`config.mk`:
```
export PLATFORM = sky130hd
export DESIGN_NAME = srt_key_cmp
export DESIGN_NICKNAME = d
export VERILOG_FILES = /design/src/rtl/srt_pkg.sv /design/src/rtl/srt_key_cmp.sv
export SDC_FILE = /design/constraint.sdc
export NUM_CORES = 1
export LEC_CHECK = 0
export BUFFER_PORTS_ARGS = -buffer_cell sky130_fd_sc_hd__buf_2
export CAP_MARGIN = 20
export CELL_PAD_IN_SITES_DETAIL_PLACEMENT = 0
export CELL_PAD_IN_SITES_GLOBAL_PLACEMENT = 1
export CORE_AREA = 2 2 168 170
export DETAILED_ROUTE_END_ITERATION = 12
export DIE_AREA = 0 0 170 172
export PLACE_DENSITY = 0.65
export SLEW_MARGIN = 20
export SYNTH_ARGS = -nofsm -noshare
export SYNTH_HDL_FRONTEND = slang
export SYNTH_SLANG_ARGS = --single-unit
```
`constraint.sdc`:
```
create_clock -name vclk -period 5.1
set_clock_uncertainty 0.1 [all_clocks]
set_input_delay 1.02 -clock vclk [all_inputs]
set_output_delay 1.02 -clock vclk [all_outputs]
set_load 0.02 [all_outputs]
```
`src/rtl/srt_pkg.sv`:
```
// ----------------------------------------------------------------------------
// srt_pkg - shared types and codes for the sorted record table
// Record layout, operation and status codes, and the key compare result.
// ----------------------------------------------------------------------------
package srt_pkg;

    // Operation codes carried in the low bits of an input item
    typedef enum logic [1:0] {
        OP_INSERT = 2'd0,
        OP_REMOVE = 2'd1,
        OP_READ   = 2'd2,
        OP_NOP    = 2'd3
    } op_t;

    // Status codes returned with every result item
    typedef enum logic [1:0] {
        STAT_DONE   = 2'd0,
        STAT_FULL   = 2'd1,
        STAT_MISS   = 2'd2,
        STAT_BADPOS = 2'd3
    } status_t;

    localparam int unsigned REC_W    = 216;
    localparam int unsigned POS_W    = 6;
    localparam int unsigned OUT_CNT_W = 6;
    localparam int unsigned DATA_W   = 224;

    // One stored record; name_high sits in the lowest bits
    typedef struct packed {
        logic [31:0] price;
        logic [23:0] volume;
        logic [31:0] name_low;
        logic [63:0] name_mid;
        logic [63:0] name_high;
    } record_t;

    // Outcome of comparing a stored record against the probe
    typedef struct packed {
        logic greater;  // stored (name, volume) sorts after the probe
        logic exact;    // name, volume and price all equal
    } cmp_t;

endpackage

```
`src/rtl/srt_key_cmp.sv`:
```
// ----------------------------------------------------------------------------
// srt_key_cmp - record key comparator
// Orders a stored record against the probe by 160-bit big-endian name, then
// by volume, and flags an exact match on name, volume and price.
// ----------------------------------------------------------------------------
module srt_key_cmp
(
    input  srt_pkg::record_t entry,
    input  srt_pkg::record_t probe,
    output srt_pkg::cmp_t    result
);

    logic [159:0] entry_name;
    logic [159:0] probe_name;
    logic         name_eq;

    // Build the full names, first character most significant
    assign entry_name = {entry.name_high, entry.name_mid, entry.name_low};
    assign probe_name = {probe.name_high, probe.name_mid, probe.name_low};
    assign name_eq    = (entry_name == probe_name);

    // Order on name first, then volume
    assign result.greater = (entry_name > probe_name) ||
                            (name_eq && (entry.volume > probe.volume));
    assign result.exact   = name_eq && (entry.volume == probe.volume) &&
                            (entry.price == probe.price);

endmodule

```
# Word level (Yosys, flattened, before mapping)

Index checks and enable logic that the tools add are counted.

Equality and inequality tests: 3
Reduce and logical (&&, ||, !) cells: 4
Order comparisons: 2

Operators with widths:

| kind              | count |
|---|---|
| $eq 160x160->1    | 1 |
| $gt 160x160->1    | 1 |
| $eq 32x32->1      | 1 |
| $eq 24x24->1      | 1 |
| $gt 24x24->1      | 1 |
| $logic_and 1x1->1 | 3 |
| $logic_or 1x1->1  | 1 |

Register bits: 0
Output and inout port bits: 2

# Depth between registers and ports, before layout

Gate-level depths: netlist of run 1.

Word-level depth: 3
Mapped depth: 9
Gate-level depth less buffers: 9

# Least setup slack after synthesis of run 1

Ideal clock, no wire load.

Path kind: in2out
From: input port probe[159] in the netlist's numbering
To: output port result[1] in the netlist's numbering
Stages: 9
Path slack: 0.771 ns
Arrival time: 3.209 ns
Path buffers: 0
Cell sequence: inv_1 ha_1 nand4_1 or4_4 or4_4 a31oi_1 nor3_1 o31a_1 a21oi_2

RTL lines:

| element     | line              | source |
|---|---|---|
| from (decl) | srt_key_cmp.sv:9  | `input srt_pkg::record_t probe,` |
| to (decl)   | srt_key_cmp.sv:10 | `output srt_pkg::cmp_t result` |

==> results of run 1 <==
[cells in the final DEF, fill, tap and decap left out, types with 6 or more instances in the layout]
| cell | Yosys | routed |
|---|---|---|
| a21o_1 | 19 | 19 |
| a21oi_1 | 69 | 69 |
| a221oi_1 | 8 | 8 |
| and4_1 | 11 | 11 |
| buf_2 | 0 | 434 |
| ha_1 | 184 | 184 |
| inv_1 | 188 | 188 |
| nand2_1 | 46 | 46 |
| nand3_1 | 14 | 14 |
| nand4_1 | 40 | 40 |
| nor2_1 | 14 | 14 |
| nor3_1 | 8 | 8 |
| nor4_1 | 6 | 6 |
| o21ai_0 | 23 | 23 |
| xnor2_1 | 32 | 32 |
[critical path: stages]
cell	delay (ns)
buf_2	0.10
ha_1	0.34
nand4_1	0.13
or4_1	0.58
and4b_2	0.36
nand4_1	0.17
nor4b_1	0.42
and4b_1	0.24
buf_2	0.17
[synth_stat cells]
| cell | n | area [sq um] |
|---|---|---|
| inv_1 | 188 | 706 |
| ha_1 | 184 | 2300 |
| a21oi_1 | 69 | 345 |
| nand2_1 | 46 | 173 |
| nand4_1 | 40 | 250 |
| xnor2_1 | 32 | 280 |
| o21ai_0 | 23 | 115 |
| a21o_1 | 19 | 143 |
| nand3_1 | 14 | 70.1 |
| nor2_1 | 14 | 52.6 |
| and4_1 | 11 | 96.3 |
| a221oi_1 | 8 | 70.1 |
| nor3_1 | 8 | 40.0 |
| nor4_1 | 6 | 37.5 |
| o211ai_1 | 4 | 30.0 |
| nor2b_1 | 3 | 18.8 |
| o31a_1 | 3 | 26.3 |
| o31ai_1 | 3 | 22.5 |
| a2111oi_0 | 2 | 17.5 |
| a211oi_1 | 2 | 15.0 |
| a221o_1 | 2 | 20.0 |
| nand2b_1 | 2 | 12.5 |
| o22ai_1 | 2 | 12.5 |
| or4_4 | 2 | 22.5 |
| a211o_2 | 1 | 10.0 |
| a21boi_0 | 1 | 7.51 |
| a21o_2 | 1 | 8.76 |
| a21oi_2 | 1 | 8.76 |
| a31oi_1 | 1 | 6.26 |
| and2_0 | 1 | 6.26 |
| and2_1 | 1 | 6.26 |
| and3_2 | 1 | 7.51 |
| and4b_1 | 1 | 10.0 |
| and4b_2 | 1 | 11.3 |
| nand4_2 | 1 | 12.5 |
| nor3b_1 | 1 | 7.51 |
| nor4b_1 | 1 | 8.76 |
| o21a_1 | 1 | 7.51 |
| o221a_2 | 1 | 11.3 |
| o41ai_1 | 1 | 8.76 |
| or3_1 | 1 | 6.26 |
| or4_1 | 1 | 7.51 |
[kinds of logic (layout without fill, tap and decap cells)]
logic type / after synthesis / after routing
AO/OA/AOI/OAI: 145 / 145
adder cells (fa/ha/maj): 184 / 184
buffers and inverters: 188 / 625
XOR/XNOR: 32 / 32
AND/OR/NAND/NOR: 156 / 156
[metal layers]
metal | GRT usage [%] | part of all wire [%] | wire length, um
met2 | 24.0 | 50 | 10600
met4 | 0.632 | 0.64 | 136
met3 | 1.92 | 7.0 | 1500
met1 | 17.2 | 43 | 9140
met5 | 0 | 0.037 | 8
[final cells by class]
type / instances / area (sq um)
fill: 3112 / 19800
inverter: 188 / 706
multi-input combinational: 517 / 4330
tap: 346 / 433
timing repair buffer: 437 / 2190
[where the power goes]
part	internal, W	switching, W	leakage, nW	total (W)
registers	0	0	0	0
logic	0.000282	0.000251	4.81	0.000533
clock network	0	0	0	0
[how the worst min path moves through the flow]
stage                end  depth (start not counted)  startpoint
2_1_floorplan  result[0]                          4  entry[214]
3_3_place_gp   result[0]                          6  entry[198]
3_5_place_dp   result[0]                          6  entry[214]
4_1_cts        result[0]                          6  entry[198]
5_1_grt        result[0]                          6  entry[198]
6_report       result[0]                          6  entry[198]
[through the flow]
step | hold WS [ns] | setup slack (ns) | cell area, sq um | total power, W
floorplan | 2.31 | 0.771 | 5030 | 0.000276
global placement | 2.53 | 0.419 | 7660 | 0.000537
detailed placement | 2.53 | 0.367 | 7660 | 0.000540
CTS | 2.53 | 0.362 | 7660 | 0.000544
global route | 2.58 | 0.187 | 7660 | 0.000617
finish | 2.52 | 0.456 | 7660 | 0.000533
==> flow_metrics.py, run 1 <==
metrics = {
    "placement": {
        "gp_congestion": 0.829,
        "io_buffers": 434,
        "dp_cells": 1488,
        "dp_hpwl_um": 20800,
    },
    "global_route": {
        "grt_max_degree": 5,
        "grt_pass1_wl_um": 30400,
        "antenna_found_initial": 1,
        "grt_overflow": 0,
        "grtUsageTotal_pct": 13.2,
        "grt_pass1_vias": 5958,
    },
    "clocking": {
        "cts-hold-fix-buffers": 0,
        "postCtsSetupBuffers": 0,
        "cts_resized": 0,
    },
    "detailed_routing": {
        "drc_errors": 0,
        "avgViaCountPerCell": 4.20,
        "drt-total-wl_um": 21400,
        "wl_per_cell_um": 14.4,
        "vias": 6248,
        "dr.pass1.iters": 4,
        "first_iter_violations": 146,
        "ant_nets": 0,
    },
    "synthesis": {
        "seq_area_frac_synth_pct": 0,
        "synth_compound_area_share_pct": 17.6,
        "synth_area_sq_um": 5030,
        "synth_simple_gate_area_share_pct": 17.0,
        "synthAdderAreaFrac_pct": 45.8,
        "synth_fp_nets": 1321,
        "yosys_warnings": 0,
        "synth_top_family_by_area": "adder cells",
        "synthCells": 705,
        "synthXorXnorAreaFrac_pct": 5.57,
        "synth_cell_types": 42,
        "synthMuxAreaShare_pct": 0,
        "synth.avg_cell_area_sq_um": 7.14,
    },
    "layout": {
        "nFlopsAndLatches": 0,
        "regArea_sq_um": 0,
        "syn2layout_area_growth_pct": 52.2,
        "diodes": 0,
        "final_net_count": 1760,
        "layout-drive-gt1-share_pct": 39.1,
        "post-route-util_pct": 27.9,
        "nClkBuffers": 0,
        "final_cells": 1488,
    },
    "flow_run": {
        "cap_violations": 0,
    },
    "sta": {
        "hold_viol": 0,
        "finalCriticalPeriod_ns": 4.64,
        "period_share_pct": 91.0,
        "max_slew.worst_pin.slew_ns": 0.412,
        "max_slew_margin_pct": 71.8,
        "final_max_slew_viol_count": 0,
        "timing.fmax_ghz": 0.215,
        "setup_violations": 0,
        "finalSetupTns_ns": 0,
        "rsz0062_at_grt": "no",
    },
    "worst_setup_path": {
        "end_kind": "output port",
        "critPathMaxFanout": 3,
        "cp-endpoint": "result[0]",
        "cp.required_ns": 3.98,
        "crit_path_start_kind": "primary input",
        "crit_type": "primary input to output port",
        "critical_path.startpoint": "entry[29]",
        "arrival_ns": 3.52,
    },
    "power": {
        "max-vdd-ir-drop_mv": 0.0262,
        "power_leakage_nw": 4.81,
        "power_density_nw_per_um2": 69.5,
    },
    "die": {
        "die-width_um": 170,
        "core_area_sq_um": 27500,
        "die_h_um": 172,
        "fp-row-count": 61,
        "start_util_pct": 18.3,
        "io_pins": 434,
        "dieArea_sq_um": 29200,
    },
    "min_path": {
        "worstHoldPathType": "primary input to output port",
    },
    "status": {
        "status": "finished, final reports clean",
    },
}
Note: power is estimated with default switching activity, not from simulation.
==> inputs of run 2 (changes only) <==
--- a/config.mk
+++ b/config.mk
@@ -5,14 +5,16 @@
 export SDC_FILE = /design/constraint.sdc
 export NUM_CORES = 1
 export LEC_CHECK = 0
+export ABC_AREA = 1
 export BUFFER_PORTS_ARGS = -buffer_cell sky130_fd_sc_hd__buf_2
 export CAP_MARGIN = 20
 export CELL_PAD_IN_SITES_DETAIL_PLACEMENT = 0
 export CELL_PAD_IN_SITES_GLOBAL_PLACEMENT = 1
-export CORE_AREA = 2 2 168 170
+export CORE_AREA = 2 2 171 173
 export DETAILED_ROUTE_END_ITERATION = 12
-export DIE_AREA = 0 0 170 172
+export DIE_AREA = 0 0 173 175
 export PLACE_DENSITY = 0.65
+export RECOVER_POWER = 25
 export SLEW_MARGIN = 20
 export SYNTH_ARGS = -nofsm -noshare
 export SYNTH_HDL_FRONTEND = slang
==> run 2 against run 1 <==
Effect of this change:
- worst hold slack got worse by 0.016 ns
- final area is 6.6% higher
- final cell count increased by 16%
- first-iteration DRC count fell by 14%
- area after synthesis up 9.5%
- global-route usage increased by 0.093 points
- fmax is 16% higher
- wire length down 1.7%
- total power increased by 3.2%
- via count rose by 8.7%
- die area up 3.5%
- critical path type unchanged
- critical endpoint unchanged
- largest power group unchanged
==> flow_metrics.py, run 2 <==
metrics = {
    "global_route": {
        "grt_overflow": 0,
        "grt_max_degree": 5,
        "antenna_found_initial": 1,
        "grt_pass1_wl_um": 32900,
        "grt_pass1_vias": 6916,
        "grtUsageTotal_pct": 13.2,
    },
    "worst_setup_path": {
        "arrival_ns": 2.89,
        "end_kind": "output port",
        "cp.required_ns": 3.98,
        "critPathMaxFanout": 2,
        "crit_type": "primary input to output port",
        "crit_path_start_kind": "primary input",
    },
    "clocking": {
        "cts-hold-fix-buffers": 0,
        "cts_resized": 0,
        "postCtsSetupBuffers": 0,
    },
    "sta": {
        "hold_viol": 0,
        "finalSetupTns_ns": 0,
        "final_max_slew_viol_count": 0,
        "max_slew_margin_pct": 68.9,
        "timing.fmax_ghz": 0.249,
        "period_share_pct": 78.7,
        "setup_violations": 0,
        "setup_slack_ns": 1.09,
        "rsz0062_at_grt": "no",
        "finalCriticalPeriod_ns": 4.01,
        "max_slew.worst_pin.slew_ns": 0.462,
    },
    "placement": {
        "gp_congestion": 0.850,
        "dp_hpwl_um": 20600,
        "pre_cts_ws_ns": 1.03,
        "io_buffers": 434,
    },
    "synthesis": {
        "synthTopCellsByArea": "ha_1, inv_1, nand2_1",
        "synthTopCellsByCount": "inv_1, nand2_1, ha_1",
        "netlist.area_leader.share_pct": 41.8,
        "yosysMostFrequentCell": "inv_1",
        "synth.avg_cell_area_sq_um": 6.04,
        "synth_area_sq_um": 5510,
        "synth_fp_nets": 1527,
        "yosys.area.top_type": "ha_1",
        "yosys_warnings": 0,
        "synthCells": 911,
        "seq_area_frac_synth_pct": 0,
        "synth_cell_types": 28,
    },
    "detailed_routing": {
        "vias": 6794,
        "wl_per_cell_um": 12.1,
        "drc_errors": 0,
        "ant_nets": 0,
        "drt-total-wl_um": 21000,
        "avgViaCountPerCell": 3.92,
        "dr.pass1.iters": 4,
        "first_iter_violations": 125,
    },
    "status": {
        "status": "finished, final reports clean",
    },
    "die": {
        "die_h_um": 175,
        "die-width_um": 173,
        "start_util_pct": 19.4,
        "core_area_sq_um": 28400,
        "fp-row-count": 62,
        "io_pins": 434,
        "dieArea_sq_um": 30300,
    },
    "layout": {
        "regArea_sq_um": 0,
        "layout_common_cells": "buf_2, inv_1, nand2_1, ha_1, a21oi_1",
        "nClkBuffers": 0,
        "layout-drive-gt1-share_pct": 34.2,
        "syn2layout_area_growth_pct": 48.3,
        "final_net_count": 1963,
        "final_common_cell": "buf_2",
        "nFlopsAndLatches": 0,
    },
    "flow_run": {
        "cap_violations": 0,
    },
    "min_path": {
        "worstHoldPathType": "primary input to output port",
    },
    "power": {
        "power_leakage_nw": 5.40,
        "max-vdd-ir-drop_mv": 0.0219,
        "power_density_nw_per_um2": 67.3,
    },
}
## run 2: changes by cell type after synthesis, sizes merged, moves of 13 or more
cell   delta
nand2   +167
inv      +57
nor2     +56
nand4    -27
xnor2    -18
a21o     -13
## run 2: final cells by class
class / instances / area [sq um]
well taps: 384 / 480
repair buffers: 434 / 2170
diodes: 3 / 7.51
fillers: 3284 / 20200
inverters: 245 / 920
multi-input cells: 666 / 4590
## run 2: routing by layer
metal,routed length [um],global-route usage [%],up-vias
li1,-,-,3748
met1,8690,15.3,2790
met2,10600,25.9,242
met3,1420,2.50,14
met4,328,1.41,0
met5,0,0,-
## run 2: logic make-up after synthesis
logic type      share of synthesized area (%)
buf+inv                                  16.7
fa+ha+maj                                41.8
compound gates                           11.2
simple gates                             26.5
xor+xnor                                 3.82
## run 2: report_power, final
| group | internal, W | leakage, nW | switching [W] |
|---|---|---|---|
| sequential | 0 | 0 | 0 |
| combinational | 0.000278 | 5.40 | 0.000271 |
| clock | 0.0000000000787 | 0.0000190 | 0 |
| total | 0.000278 | 5.40 | 0.000271 |
## run 2: critical path: stages
cell	delay [ns]
buf_2	0.10
ha_1	0.28
nand2_1	0.05
inv_1	0.06
nand3_1	0.07
nor3_1	0.18
nand2_1	0.12
inv_1	0.08
nand4_1	0.11
nor3_1	0.22
nand3_1	0.19
nor2_1	0.14
clkbuf_1	0.26
## run 2: worst paths after layout
| check | start | end | slack [ns] | cells past startpoint |
|---|---|---|---|---|
| setup / recovery | entry[19] | result[0] | 1.09 | 13 |
| hold / removal | entry[209] | result[0] | 2.50 | 7 |
## run 2: metrics by stage
stage,hold slack (ns),cell area (sq um),instances,util (%),total power (W)
after floorplan,2.23,5510,911,-,0.000302
after global placement,2.50,8160,1729,28.7,0.000555
after detailed placement,2.49,8160,1729,28.7,0.000561
after CTS,2.50,8160,1729,28.7,0.000565
after global routing,2.57,8160,1730,28.7,0.000648
final,2.50,8170,1732,28.8,0.000549
